--- config.mk ---
export PLATFORM = sky130hd
export DESIGN_NAME = ispe_front
export DESIGN_NICKNAME = d
export VERILOG_FILES = /design/src/sv/ispe_pkg.sv /design/src/sv/ispe_front.sv
export SDC_FILE = /design/constraint.sdc
export NUM_CORES = 1
export LEC_CHECK = 0
export BUFFER_PORTS_ARGS = -buffer_cell sky130_fd_sc_hd__buf_4
export CELL_PAD_IN_SITES_DETAIL_PLACEMENT = 0
export CELL_PAD_IN_SITES_GLOBAL_PLACEMENT = 1
export CORE_AREA = 4 4 78 80
export DETAILED_ROUTE_END_ITERATION = 16
export DIE_AREA = 0 0 82 84
export PLACE_DENSITY = 0.94
export SYNTH_ARGS = -nofsm -noshare
export SYNTH_HDL_FRONTEND = slang
export SYNTH_SLANG_ARGS = --single-unit
--- constraint.sdc ---
create_clock -name vclk -period 1.1
set_clock_uncertainty 0.1 [all_clocks]
set_input_delay 0.11 -clock vclk [all_inputs]
set_output_delay 0.11 -clock vclk [all_outputs]
set_load 0.005 [all_outputs]
--- src/sv/ispe_pkg.sv ---
// Shared types and constants for the ISP programmer EEPROM cache engine.
// Used by every module of the block.
package ispe_pkg;

   localparam int CACHE_BYTES = 512;
   localparam int CACHE_AW    = $clog2(CACHE_BYTES);
   localparam int QUEUE_DEPTH = 2;
   localparam int QUEUE_AW    = $clog2(QUEUE_DEPTH);

   localparam logic [1:0] ACT_SETUP    = 2'd0;
   localparam logic [1:0] ACT_DATA_OUT = 2'd1;
   localparam logic [1:0] ACT_DATA_IN  = 2'd2;
   localparam logic [1:0] ACT_ENG_DONE = 2'd3;

   localparam logic [7:0] REQ_CONNECT    = 8'd1;
   localparam logic [7:0] REQ_DISCONNECT = 8'd2;
   localparam logic [7:0] REQ_TRANSMIT   = 8'd3;
   localparam logic [7:0] REQ_READ_FLASH = 8'd4;
   localparam logic [7:0] REQ_ENABLE     = 8'd5;
   localparam logic [7:0] REQ_WRITE_FLASH = 8'd6;
   localparam logic [7:0] REQ_READ_EE    = 8'd7;
   localparam logic [7:0] REQ_WRITE_EE   = 8'd8;
   localparam logic [7:0] REQ_LONG_ADDR  = 8'd9;
   localparam logic [7:0] REQ_SET_CLOCK  = 8'd10;

   localparam logic [7:0] TX_SIG      = 8'h30;
   localparam logic [7:0] TX_FF       = 8'hff;
   localparam logic [7:0] TX_LFUSE    = 8'h50;
   localparam logic [7:0] TX_FUSE     = 8'h58;
   localparam logic [7:0] TX_HI_FUSE  = 8'h08;
   localparam logic [7:0] TX_RD_CELL  = 8'ha0;
   localparam logic [7:0] TX_WR_CELL  = 8'hc0;
   localparam logic [15:0] TX_TYPE_IDX = 16'h80ff;
   localparam logic [7:0] FUSE_VALUE  = 8'h3f;
   localparam logic [7:0] LOCK_VALUE  = 8'hc0;
   localparam logic [7:0] TYPE_B0     = 8'had;
   localparam logic [7:0] TYPE_B1     = 8'h93;
   localparam logic [7:0] TYPE_B2     = 8'hcc;
   localparam logic [7:0] EE_TYPE_RESET = 8'h66;
   localparam logic [7:0] ERASED_BYTE = 8'hff;

   localparam logic [1:0] ST_OK       = 2'd0;
   localparam logic [1:0] ST_COMPLETE = 2'd1;
   localparam logic [1:0] ST_WRONG    = 2'd2;

   typedef enum logic [2:0] {
      TM_IDLE, TM_WFLASH, TM_RFLASH, TM_WEE, TM_REE
   } tmode_type;

   typedef enum logic [1:0] {
      EM_IDLE, EM_READ, EM_WRITE
   } emode_type;

   typedef enum logic [3:0] {
      C_NONE, C_CONNECT, C_DISCONNECT, C_ENABLE, C_SET_CLOCK, C_TRANSMIT,
      C_LONG_ADDR, C_WFLASH, C_RFLASH, C_REE, C_WEE, C_DATA_OUT, C_DATA_IN,
      C_ENG_DONE
   } kind_type;

   typedef enum logic [2:0] {
      BS_IDLE, BS_EXEC, BS_WLOOP, BS_RLOOP, BS_TRD, BS_TWR
   } bstate_type;

   typedef struct packed {
      kind_type    kind;
      logic [63:0] pk;
      logic [3:0]  len;
      logic        eng_idle;
   } cmd_type;

   typedef struct packed {
      logic [63:0] reply_bytes;
      logic [3:0]  reply_len;
      logic        data_stage;
      logic [1:0]  transfer_status;
      logic        connected;
      logic        keep_running;
      logic        start_writeback;
   } rsp_type;

   function automatic logic [7:0] sig_byte(input logic [1:0] idx);
      logic [7:0] b;
      case (idx)
         2'd0: b = 8'h1e;
         2'd1: b = 8'h93;
         2'd2: b = 8'h07;
         default: b = 8'h00;
      endcase
      return b;
   endfunction

endpackage

--- src/sv/ispe_front.sv ---
// Front end: classifies each accepted event into a command for the queue.
// Depends on ispe_pkg.
module ispe_front (
   input  logic              valid,
   input  logic [1:0]        action,
   input  logic [63:0]       packet_bytes,
   input  logic [3:0]        packet_len,
   input  logic              engine_idle,
   input  logic              q_full,
   output logic              ready,
   output logic              q_push,
   output ispe_pkg::cmd_type q_data
);

   ispe_pkg::kind_type kind;

   always_comb begin
      kind = ispe_pkg::C_NONE;
      case (action)
         ispe_pkg::ACT_SETUP: begin
            if (packet_bytes[6:5] == 2'b10) begin
               case (packet_bytes[15:8])
                  ispe_pkg::REQ_CONNECT:     kind = ispe_pkg::C_CONNECT;
                  ispe_pkg::REQ_DISCONNECT:  kind = ispe_pkg::C_DISCONNECT;
                  ispe_pkg::REQ_TRANSMIT:    kind = ispe_pkg::C_TRANSMIT;
                  ispe_pkg::REQ_READ_FLASH:  kind = ispe_pkg::C_RFLASH;
                  ispe_pkg::REQ_ENABLE:      kind = ispe_pkg::C_ENABLE;
                  ispe_pkg::REQ_WRITE_FLASH: kind = ispe_pkg::C_WFLASH;
                  ispe_pkg::REQ_READ_EE:     kind = ispe_pkg::C_REE;
                  ispe_pkg::REQ_WRITE_EE:    kind = ispe_pkg::C_WEE;
                  ispe_pkg::REQ_LONG_ADDR:   kind = ispe_pkg::C_LONG_ADDR;
                  ispe_pkg::REQ_SET_CLOCK:   kind = ispe_pkg::C_SET_CLOCK;
                  default:                   kind = ispe_pkg::C_NONE;
               endcase
            end
         end
         ispe_pkg::ACT_DATA_OUT: kind = ispe_pkg::C_DATA_OUT;
         ispe_pkg::ACT_DATA_IN:  kind = ispe_pkg::C_DATA_IN;
         default:                kind = ispe_pkg::C_ENG_DONE;
      endcase
   end

   assign ready = !q_full;
   assign q_push = valid && !q_full;
   assign q_data.kind = kind;
   assign q_data.pk = packet_bytes;
   assign q_data.len = (packet_len > 4'd8) ? 4'd8 : packet_len;
   assign q_data.eng_idle = engine_idle;

endmodule

# --- After elaboration in Yosys (flattened, before gate mapping) ---
# Memory sizes are Yosys's and may differ from the RTL's.
# Index checks and enable logic that the tools add are counted.
word_totals:
  regBits: 0
  rom_bits: 64
  in_bits: 73
  wordCells: 13
  n_memories: 1
op_classes:
  n_lt_le_gt_ge: 1
  n_eq_ne: 3
  n_mux: 4
  reduce_logical: 4
memory_table:
  columns: ["memory", "depth", "word_bits", "rd", "rd_ports_with_merged_regs", "wr", "line_no", "rtl"]
  rows:
  - ["(name not given)", 16, 4, 1, 0, 0, "ispe_front.sv:22", "case (packet_bytes[15:8])"]
op_table:
  columns: ["operator", "count"]
  rows:
  - ["two-way mux 4 bit", 3]
  - ["case mux 4 bit (3 select lines)", 1]
  - ["== test 2 bit, second input constant", 2]
  - ["greater-than comparator 4 bit, second input constant", 1]
  - ["logical NOT 4 bit", 1]
  - ["== test 2 x 1 -> 1 bit, second input constant", 1]
  - ["logical NOT 2 bit", 1]
  - ["logical AND 1 bit", 1]
  - ["logical NOT 1 bit", 1]

# --- Logic depth before layout (Yosys ltp) ---
depth:
  word_depth: 4
  depth_mapped: 5
  depth_no_buf: 5

# --- Least setup slack after synthesis ---
# Ideal clock, no wire load.
synth_timing:
  path_kind: "input-to-output"
  startpoint: "input packet_bytes[8]"
  endpoint: "output q_data[70] (netlist bit)"
  t_arrival_ns: 0.858
  required_ns: 0.890
  slack_ns: 0.032
  cell_stages: 5
  path_cell_list: "inv_1 > ha_1 > mux2i_1 > a2bb2oi_1 > o31ai_1"
synth_rtl:
  columns: ["element", "line_no", "rtl"]
  rows:
  - ["from (decl)", "ispe_front.sv:6", "input logic [63:0] packet_bytes,"]
  - ["to (decl)", "ispe_front.sv:12", "output ispe_pkg::cmd_type q_data"]

==> metrics.cfg <==
[synthesis]
synth_cells=100
yosys.area.top_type=buf_4
yosys_warnings=0
synth_nets=178
synth_area_um2=746
yosysTopAreaCellShare_pct=65.4
synth.avg_cell_area_um2=7.46
synthTopCellsByArea=buf_4, ha_1, nor2b_1
synth_common_cells=buf_4, ha_1, inv_1, nor2b_1, a21oi_1
seq_area_frac_synth_pct=0
yosysMostFrequentCell=buf_4
ys_types=17

[setup_path]
arrival_ps=1130
setup.worst_path.end_class=output pin
worstSetupStartpointType=input pin
cp_max_fo=3
crit_type=in -> out
crit_required_ps=890

[detailed_routing]
wl_met1_um=574
dr_total_vias=494
firstDrtPassIters=1
routed-wl-met3_um=313
routed-wl-met2_um=730
vias_per_cell=3.17
wl_per_cell_um=11.1
drc=0
drt_wl_total_mm=1.73
ant_nets=0
drt_iter0_drc=0
top_layer=met4

[cells_and_area]
n_fill_cell=637
final_cells=156
regArea_um2=0
diodes=0
area_growth_pct=14.9
multi_input_area_um2=314
clkbuf_count=0
nNetsFinal=164
layout-drive-gt1-share_pct=77.4
n_sequential_cell=0

[timing]
max_freq_mhz=746
drv_slew=0
layout_setup_ws_ps=-241
hold-worst-slack_ps=120
hold_viol=0
period_minus_slack_ps=1340
rsz0062_at_grt=true
min_period_over_period_pct=122
worst_pin_slew_ps=246
slew_headroom_pct=83.4
setup_viol=4

[floorplanning]
start_util_pct=13.8
rows=27
dieArea_mm2=0.00689
io_pins=148
die_w_um=82
die_h_um=84
core-area_mm2=0.00541

[global_route]
grt_antenna_before_repair=0
grt_util_all_layers_pct=4.08
grt_pass1_wl_mm=2.30
grt_max_degree=7
overflow=0
grt_pass1_vias=468

[power_and_ir_drop]
cellPowerDensity_mw_per_mm2=345
peakVddDrop_v=0.000102
power_leakage_uw=0.000388

[cts]
hold_buffers=0

[run]
maxCapViolCount=0

[placed_design]
portBuffers=38
hpwl_mm=1.38
gp_congestion=0.663
dp_cells=153

[outcome]
status=complete, but fails checks
violations=setup timing

[hold_path]
hold_path_class=in -> out

[repair_timing]
action,4_1_cts,5_1_grt
pin swaps,6,7
gates cloned,0,0
buffers inserted,2,1
endpoints found under the setup margin,4,4
resized for setup,22,12
[metal layers]
metal	vias to the layer above	track usage [%]
li1	227	-
met4	0	3.02
met5	-	0
met3	18	1.84
met1	214	4.23
met2	35	6.32
[per-stage QoR]
stage | cell area [um^2] | worst slack (ps) | utilization [%] | power (uW) | TNS, ps
2_1_floorplan | 746 | 32.1 | - | 255 | 0
3_3_place_gp | 697 | -281 | 12.9 | 231 | -1010
3_5_place_dp | 697 | -306 | 12.9 | 235 | -1080
4_1_cts | 796 | -235 | 14.7 | 274 | -766
5_1_grt | 857 | -286 | 15.9 | 323 | -972
6_report | 857 | -241 | 15.9 | 296 | -693
[critical path, cell delays in order]
cell and delay, ps:
buf_12 110, buf_4 130, ha_2 180, mux2i_2 170, a2bb2oi_2 220, o31ai_4 70, buf_4 140
[cells in the final DEF (no fill, tap or decap)]
| master | Yosys | layout |
|---|---|---|
| nand2_1 | 2 | 2 |
| buf_12 | 0 | 1 |
| a21oi_1 | 3 | 3 |
| mux2i_2 | 0 | 1 |
| nor3_4 | 0 | 1 |
| nor2b_1 | 4 | 4 |
| buf_6 | 0 | 3 |
| and2b_2 | 1 | 1 |
| inv_1 | 5 | 1 |
| ha_4 | 0 | 3 |
| buf_8 | 0 | 3 |
| a2bb2oi_1 | 2 | 1 |
| ha_1 | 5 | 1 |
| o41ai_2 | 1 | 1 |
| nand4_4 | 0 | 1 |
| o31ai_1 | 2 | 1 |
| ha_2 | 0 | 1 |
| o31ai_4 | 0 | 1 |
| o21ai_0 | 2 | 1 |
| inv_4 | 0 | 2 |
| o21ai_1 | 0 | 1 |
| buf_4 | 65 | 43 |
| a2bb2oi_2 | 0 | 1 |
| inv_8 | 0 | 1 |
| inv_2 | 0 | 1 |
| mux2i_1 | 2 | 1 |
| nor3b_1 | 1 | 1 |
| nor2_1 | 2 | 2 |
[power by group]
group / switching (uW) / total [uW] / internal [uW]
Clock: 0 / 0 / 0
Combinational: 113 / 296 / 182
Sequential: 0 / 0 / 0
[cell families (layout without fill, tap and decap cells)]
logic type	count (synthesis)	after routing	synth area share, %
simple gates	12	12	10.6
fa+ha+maj	5	5	8.39
mux	2	2	2.68
compound gates	10	10	9.90
buf+inv	71	55	68.5
[layout make-up]
type	count	share of cell area, %
timing repair buffer	50	49.2
multi-input combinational	29	36.6
tap	72	10.5
inverter	5	3.65
[path summary, 6_finish.rpt]
path / start / end / slack (ps) / cells after the start
max: packet_bytes[8] / q_data[71] / -240 / 7
min: packet_bytes[24] / q_data[29] / 120 / 0
(Power assumes the default switching activity.)
