===== src/sv/ispe_pkg.sv =====
// Shared types and constants for the ISP programmer EEPROM cache engine.
// Used by every module of the block.
package ispe_pkg;

   localparam int CACHE_BYTES = 512;
   localparam int CACHE_AW    = $clog2(CACHE_BYTES);
   localparam int QUEUE_DEPTH = 2;
   localparam int QUEUE_AW    = $clog2(QUEUE_DEPTH);

   localparam logic [1:0] ACT_SETUP    = 2'd0;
   localparam logic [1:0] ACT_DATA_OUT = 2'd1;
   localparam logic [1:0] ACT_DATA_IN  = 2'd2;
   localparam logic [1:0] ACT_ENG_DONE = 2'd3;

   localparam logic [7:0] REQ_CONNECT    = 8'd1;
   localparam logic [7:0] REQ_DISCONNECT = 8'd2;
   localparam logic [7:0] REQ_TRANSMIT   = 8'd3;
   localparam logic [7:0] REQ_READ_FLASH = 8'd4;
   localparam logic [7:0] REQ_ENABLE     = 8'd5;
   localparam logic [7:0] REQ_WRITE_FLASH = 8'd6;
   localparam logic [7:0] REQ_READ_EE    = 8'd7;
   localparam logic [7:0] REQ_WRITE_EE   = 8'd8;
   localparam logic [7:0] REQ_LONG_ADDR  = 8'd9;
   localparam logic [7:0] REQ_SET_CLOCK  = 8'd10;

   localparam logic [7:0] TX_SIG      = 8'h30;
   localparam logic [7:0] TX_FF       = 8'hff;
   localparam logic [7:0] TX_LFUSE    = 8'h50;
   localparam logic [7:0] TX_FUSE     = 8'h58;
   localparam logic [7:0] TX_HI_FUSE  = 8'h08;
   localparam logic [7:0] TX_RD_CELL  = 8'ha0;
   localparam logic [7:0] TX_WR_CELL  = 8'hc0;
   localparam logic [15:0] TX_TYPE_IDX = 16'h80ff;
   localparam logic [7:0] FUSE_VALUE  = 8'h3f;
   localparam logic [7:0] LOCK_VALUE  = 8'hc0;
   localparam logic [7:0] TYPE_B0     = 8'had;
   localparam logic [7:0] TYPE_B1     = 8'h93;
   localparam logic [7:0] TYPE_B2     = 8'hcc;
   localparam logic [7:0] EE_TYPE_RESET = 8'h66;
   localparam logic [7:0] ERASED_BYTE = 8'hff;

   localparam logic [1:0] ST_OK       = 2'd0;
   localparam logic [1:0] ST_COMPLETE = 2'd1;
   localparam logic [1:0] ST_WRONG    = 2'd2;

   typedef enum logic [2:0] {
      TM_IDLE, TM_WFLASH, TM_RFLASH, TM_WEE, TM_REE
   } tmode_type;

   typedef enum logic [1:0] {
      EM_IDLE, EM_READ, EM_WRITE
   } emode_type;

   typedef enum logic [3:0] {
      C_NONE, C_CONNECT, C_DISCONNECT, C_ENABLE, C_SET_CLOCK, C_TRANSMIT,
      C_LONG_ADDR, C_WFLASH, C_RFLASH, C_REE, C_WEE, C_DATA_OUT, C_DATA_IN,
      C_ENG_DONE
   } kind_type;

   typedef enum logic [2:0] {
      BS_IDLE, BS_EXEC, BS_WLOOP, BS_RLOOP, BS_TRD, BS_TWR
   } bstate_type;

   typedef struct packed {
      kind_type    kind;
      logic [63:0] pk;
      logic [3:0]  len;
      logic        eng_idle;
   } cmd_type;

   typedef struct packed {
      logic [63:0] reply_bytes;
      logic [3:0]  reply_len;
      logic        data_stage;
      logic [1:0]  transfer_status;
      logic        connected;
      logic        keep_running;
      logic        start_writeback;
   } rsp_type;

   function automatic logic [7:0] sig_byte(input logic [1:0] idx);
      logic [7:0] b;
      case (idx)
         2'd0: b = 8'h1e;
         2'd1: b = 8'h93;
         2'd2: b = 8'h07;
         default: b = 8'h00;
      endcase
      return b;
   endfunction

endpackage


===== src/sv/ispe_queue.sv =====
// Short command queue between the front end and the execution unit.
// Depends on ispe_pkg.
module ispe_queue (
   input  logic              clock,
   input  logic              reset,
   input  logic              push,
   input  ispe_pkg::cmd_type push_data,
   input  logic              pop,
   output ispe_pkg::cmd_type pop_data,
   output logic              full,
   output logic              empty
);

   ispe_pkg::cmd_type entry_ff [ispe_pkg::QUEUE_DEPTH];
   logic [ispe_pkg::QUEUE_AW-1:0] wr_ptr_ff, wr_ptr_in;
   logic [ispe_pkg::QUEUE_AW-1:0] rd_ptr_ff, rd_ptr_in;
   logic [ispe_pkg::QUEUE_AW:0]   count_ff, count_in;

   assign full = count_ff == (ispe_pkg::QUEUE_AW + 1)'(ispe_pkg::QUEUE_DEPTH);
   assign empty = count_ff == '0;
   assign pop_data = entry_ff[rd_ptr_ff];

   always_comb begin
      wr_ptr_in = push ? wr_ptr_ff + 1'b1 : wr_ptr_ff;
      rd_ptr_in = pop ? rd_ptr_ff + 1'b1 : rd_ptr_ff;
      count_in = count_ff;
      if (push && !pop) begin
         count_in = count_ff + 1'b1;
      end else if (pop && !push) begin
         count_in = count_ff - 1'b1;
      end
   end

   always_ff @(posedge clock) begin
      if (reset) begin
         wr_ptr_ff <= '0;
         rd_ptr_ff <= '0;
         count_ff <= '0;
      end else begin
         wr_ptr_ff <= wr_ptr_in;
         rd_ptr_ff <= rd_ptr_in;
         count_ff <= count_in;
      end
   end

   always_ff @(posedge clock) begin
      if (push) begin
         entry_ff[wr_ptr_ff] <= push_data;
      end
   end

endmodule


===== config.mk =====
export PLATFORM = sky130hd
export DESIGN_NAME = ispe_queue
export DESIGN_NICKNAME = d
export VERILOG_FILES = /design/src/sv/ispe_pkg.sv /design/src/sv/ispe_queue.sv
export SDC_FILE = /design/constraint.sdc
export NUM_CORES = 1
export LEC_CHECK = 0
export BUFFER_PORTS_ARGS = -buffer_cell sky130_fd_sc_hd__buf_2
export CAP_MARGIN = 15
export CORE_MARGIN = 8
export CORE_UTILIZATION = 30
export DETAILED_ROUTE_END_ITERATION = 10
export HOLD_SLACK_MARGIN = 0.1
export SYNTH_ARGS = -nofsm -noshare
export SYNTH_HDL_FRONTEND = slang
export SYNTH_SLANG_ARGS = --single-unit
export TNS_END_PERCENT = 10

===== constraint.sdc =====
create_clock -name clock -period 4.6 [get_ports clock]
set_input_delay 0.23 -clock clock [delete_from_list [all_inputs] [get_ports clock]]
set_output_delay 0.23 -clock clock [all_outputs]
set_load 0.1 [all_outputs]

# After elaboration in Yosys (flattened, before gate mapping)
# Memory sizes are Yosys's and may differ from the RTL's. A register that Yosys moved wholly into a read port is not among the register bits.
# Cells that the tools add are included.
[op_classes] add_sub_neg=4 mul=0 n_div=0 order_cmp=0 eq_ne=1 n_shift=0 mux=6 bitwise_logic=0 reduce_logical=6
[op_table] operator="$mux 1" count=4
[op_table] operator="$mux 2" count=2
[op_table] operator="$add 1x1->1 const B" count=2
[op_table] operator="$add 2x1->2 const B" count=1
[op_table] operator="$eq 2x2->1 const B" count=1
[op_table] operator="$logic_and 1x1->1" count=2
[op_table] operator="$logic_not 1->1" count=2
[op_table] operator="$logic_not 2->1" count=1
[op_table] operator="$reduce_bool 2->1" count=1
[op_table] operator="$sub 2x1->2 const B" count=1
[totals] ff_bits=4 latch_bits=0 mem_bits_rw=146 mem_bits_ro=0 input_bits=77 output_inout_bits=75 word_cells=21 mem_count=1
[mem_list] name="entry_ff" words=2 word_bits=73 read_ports=1 rd_ports_with_merged_regs=1 wr=1 line_no="ispe_queue.sv:14" source="ispe_pkg::cmd_type entry_ff [ispe_pkg::QUEUE_DEPTH];"

# Logic depth before layout (Yosys ltp)
[logic_depth] word_depth=4 ltp_mapped=5 mapped_depth_nobuf=5

# Worst setup path after synthesis
# No wires, ideal clock.
[synth_path] path_type="register -> register" startpoint="register wr_ptr_ff" endpoint="memory entry_ff[0][0] (netlist name) (enable)" setup_time_ns=0.513 t_arrival_ns=3.569 required_time_ns=4.087 slack_ns=0.518 stages_incl_launch_ff=2 n_path_buf=0 synth_period_minus_slack_ns=4.082 path_cell_list="dfxtp_1 nor2b_1"
[synth_rtl] element="from (decl)" line_no="ispe_queue.sv:15" source="logic [ispe_pkg::QUEUE_AW-1:0] wr_ptr_ff, wr_ptr_in;"
[synth_rtl] element="from (signal assigned)" line_no="ispe_queue.sv:40" source="wr_ptr_ff <= wr_ptr_in;"
[synth_rtl] element="to (decl)" line_no="ispe_queue.sv:14"
# No word-level cell before the write port.

==> results by stage <==
Cells and area:
- The library cell used most frequently in the layout, excluding fill and tap cells, is sky130_fd_sc_hd__buf_2.
- The synthesis-to-finish area growth is 42.3%.
- The count of non-filler cells in the finished layout is about 730.
- In the layout the commonest cells are sky130_fd_sc_hd__buf_2 (151), sky130_fd_sc_hd__edfxtp_1 (146), sky130_fd_sc_hd__dlygate4sd3_1 (76), sky130_fd_sc_hd__mux2_2 (73), sky130_fd_sc_hd__clkbuf_16 (17).
- The final antenna diode count is 0.
- The share of the core filled with cells in the final layout is 0.436.
- The footprint of the flip-flops and latches is approximately 0.0045 mm².
- The finished cells cover roughly 0.0078 mm².
- The layout filler cell count is 1588.
- In the final layout, the multi-input gates occupy slightly above 900 µm².
- The share of cells above drive strength 1 is 0.512.
- The count of nets after finishing is approximately 570.

Power and ir drop:
- The relative contribution of combinational cells to total power is 0.221.
- The clock share of power is 0.356.
- Summed over all cells, the static leakage comes to 2.94 nW.
- The ratio of total power to cell area is 498 mW/mm².
- IR analysis of the VDD net gives a maximum drop of roughly 0.23 mV.
- Of the total power, registers draw 0.423.
- For this design the total switching power over the nets is 0.00121 W.
- Of the total power, the share spent switching nets is 0.310.
- The internal portion of the total power is around 0.0027 W.

Worst setup path:
- The arrival time reported for the critical path endpoint is ~2.2 ns.
- STA puts the critical path data required time at between 4 and 5 ns.
- The worst setup path is captured at an output port.
- The largest fanout on the critical path is 73.
- The worst setup path is launched from a flop.
- The critical setup path kind is reg2out.

Yosys:
- Counting every net in the synthesized netlist gives ~330.
- The post-synthesis sequential element count is 151.
- The number of distinct library cells after synthesis is 16.
- The cell area that synthesis handed to floorplanning was between 0.005 and 0.006 mm².
- The number of standard cells after synthesis is 249.
- Dividing the synthesized area by the synthesized cell count gives around 22 µm².
- The number of warnings issued by yosys is 0.
- Of the synthesized area, sequential elements account for 0.815.

STA:
- Setup violations remaining at the end of the flow were counted as 0.
- The share of the clock period used by the worst path is 0.538.
- Setup repair after global routing left no endpoint under its margin.
- The slew at the pin closest to its max-slew limit is between 1 and 1.5 ns.
- The maximum frequency from static timing analysis is 404 MHz.
- The number of endpoints with negative hold slack in the final report is 0.
- The post-route worst hold slack is around 0.14 ns.
- After layout, the minimum clock period comes to 2.47 ns.
- The max-slew violation count is 0.
- The relative slew slack is 0.319.
- For the final database, setup skew stands at roughly 0.0075 ns.
- Setup total negative slack on the finished layout was measured at 0 ns.

Placed design:
- The number of cells after detailed placement is 622.
- Once placement finished, the instance area stood at between 0.006 and 0.007 mm².
- The count of input and output buffers is 151.
- Once detailed placement completed, the half-perimeter wirelength came to between 7000 and 8000 µm.
- The weighted congestion reported at the end of routability-driven placement is about 0.67.

Floorplan:
- The horizontal die dimension is 151 µm.
- The number of top-level pins is ~150.
- The die height is between 150 and 200 µm.
- The die covers approximately 0.023 mm².
- The initial cell density of the core is 0.306.
- Row generation in the floorplan step produced 49 rows.
- The core box area is ~0.018 mm².

Clock network:
- After clock tree synthesis, the clock-pin slew on the worst setup and hold paths is approximately 0.060 ns.
- Counting along the longest clock path gives a buffer depth of 2.
- The number of clock buffers inserted by TritonCTS is 17.
- In this run the post-CTS setup repair buffer count came out at 0.
- For the worst-skew pair, the clock arrives at the later sink with an insertion delay of 0.40 ns.
- TritonCTS built the clock tree.
- Gates resized during post-CTS repair numbered 0.
- The H-tree was split into 4 levels.
- The CTS sink count is 151.
- For this design, the CTS-stage hold fixing added 76 buffers.
- The cell at the root of the clock tree is sky130_fd_sc_hd__clkbuf_16.

Route:
- The DRC violation count after routing is 0.
- Once detail routing completed, the nets flagged for antenna violations numbered 0.
- The first routing iteration left 117 violations.
- The first detailed-routing pass ran for 4 iterations.
- The wire length reported by the detailed router is about 11000 µm.
- The via count is roughly 3000.
- In the final routed layout, each cell accounts on average for around 16 µm.
- The number of vias per cell after detailed routing is roughly 4.2.

Global routing:
- The initial antenna violation count was 0.
- The global-route wire length before repair is 17900 µm.
- The via count of the first global-routing pass is 3567.
- Entering global routing, the biggest net connects 74 pins.
- The total overflow left after global routing is 0.
- The all-layer global routing usage is 0.102.

Job:
- The number of max-cap violations is 0.

Outcome:
- The run finished with clean final reports.

Worst hold path:
- The tightest min-delay check is of the in2reg type.
-- through the flow --
step                      setup WS [ns]  power (W)
after floorplan                   0.518    0.00236
after global placement             2.37    0.00249
after detailed placement           2.35    0.00250
after CTS                          2.06    0.00396
after global routing               2.00    0.00404
final                              2.13    0.00390
-- Yosys cell counts --
| master | n | area (µm²) |
|---|---|---|
| sky130_fd_sc_hd__a21oi_1 | 1 | 5.00 |
| sky130_fd_sc_hd__and2_1 | 1 | 6.26 |
| sky130_fd_sc_hd__and2b_2 | 1 | 8.76 |
| sky130_fd_sc_hd__buf_4 | 1 | 7.51 |
| sky130_fd_sc_hd__buf_6 | 7 | 78.8 |
| sky130_fd_sc_hd__dfxtp_1 | 5 | 100 |
| sky130_fd_sc_hd__edfxtp_1 | 146 | 4380 |
| sky130_fd_sc_hd__ha_1 | 1 | 12.5 |
| sky130_fd_sc_hd__inv_1 | 1 | 3.75 |
| sky130_fd_sc_hd__mux2_2 | 73 | 822 |
| sky130_fd_sc_hd__nor2_1 | 5 | 18.8 |
| sky130_fd_sc_hd__nor2b_1 | 1 | 6.26 |
| sky130_fd_sc_hd__o21ai_0 | 1 | 5.00 |
| sky130_fd_sc_hd__or3_1 | 1 | 6.26 |
| sky130_fd_sc_hd__xnor2_1 | 2 | 17.5 |
| sky130_fd_sc_hd__xor2_1 | 2 | 17.5 |
-- metal layers --
layer / GRT usage / up-vias / wire, µm / share of wire
li1: - / 1453 / - / -
met1: 0.111 / 1504 / 4610 / 0.41
met2: 0.176 / 93 / 5790 / 0.51
met3: 0.0427 / 7 / 848 / 0.075
met4: 0.0356 / 0 / 101 / 0.0089
met5: 0 / - / 0 / 0
-- critical path, cell delays in order, from the launching register on --
cell and delay, ns:
sky130_fd_sc_hd__dfxtp_4 1.00, sky130_fd_sc_hd__mux2_2 0.34, sky130_fd_sc_hd__buf_2 0.43
-- path summary, 6_finish.rpt --
path                                                from                        end  slack, ns  cells after the start
worst max register to register    wr_ptr_ff$_SDFFE_PP0P_  entry_ff[0][19]$_DFFE_PP_       2.45                      2
worst min register to register  count_ff[1]$_SDFFE_PP0P_   count_ff[1]$_SDFFE_PP0P_       0.50                      2
worst min-delay path                                push     wr_ptr_ff$_SDFFE_PP0P_       0.14                      3
worst max-delay path                                flop               pop_data[53]       2.13                      2
-- final cells by class --
| class | count | area share |
|---|---|---|
| clock buffers | 19 | 0.0553 |
| clock inverters | 10 | 0.0200 |
| inverters | 1 | 0.000480 |
| multi-input cells | 89 | 0.120 |
| flip-flops and latches | 151 | 0.573 |
| well taps | 229 | 0.0366 |
| repair buffers | 228 | 0.195 |
-- state kept, by name, summed over array words and instances, names as in the netlist, named ones only --
name / count
entry_ff: 146
rd_ptr_ff: 1
wr_ptr_ff: 1
count_ff: 2
-- power by group through the flow --
| stage | clock [W] | combinational [W] | sequential, W |
|---|---|---|---|
| finish | 0.00139 | 0.000861 | 0.00165 |
| global route | 0.00149 | 0.000893 | 0.00166 |
| CTS | 0.00144 | 0.000870 | 0.00165 |
| detailed placement | 0 | 0.000817 | 0.00168 |
| global placement | 0 | 0.000813 | 0.00168 |
| floorplan | 0 | 0.000708 | 0.00165 |
-- cell families after synthesis --
| group | share of synthesized area |
|---|---|
| AO/OA/AOI/OAI | 0.00182 |
| adder cells (fa/ha/maj) | 0.00227 |
| multiplexers | 0.149 |
| XOR/XNOR | 0.00637 |
| AND/OR/NAND/NOR | 0.00842 |
| buffers and inverters | 0.0164 |
| flip-flops | 0.815 |
No activity file was read; power rests on OpenSTA's default activity.
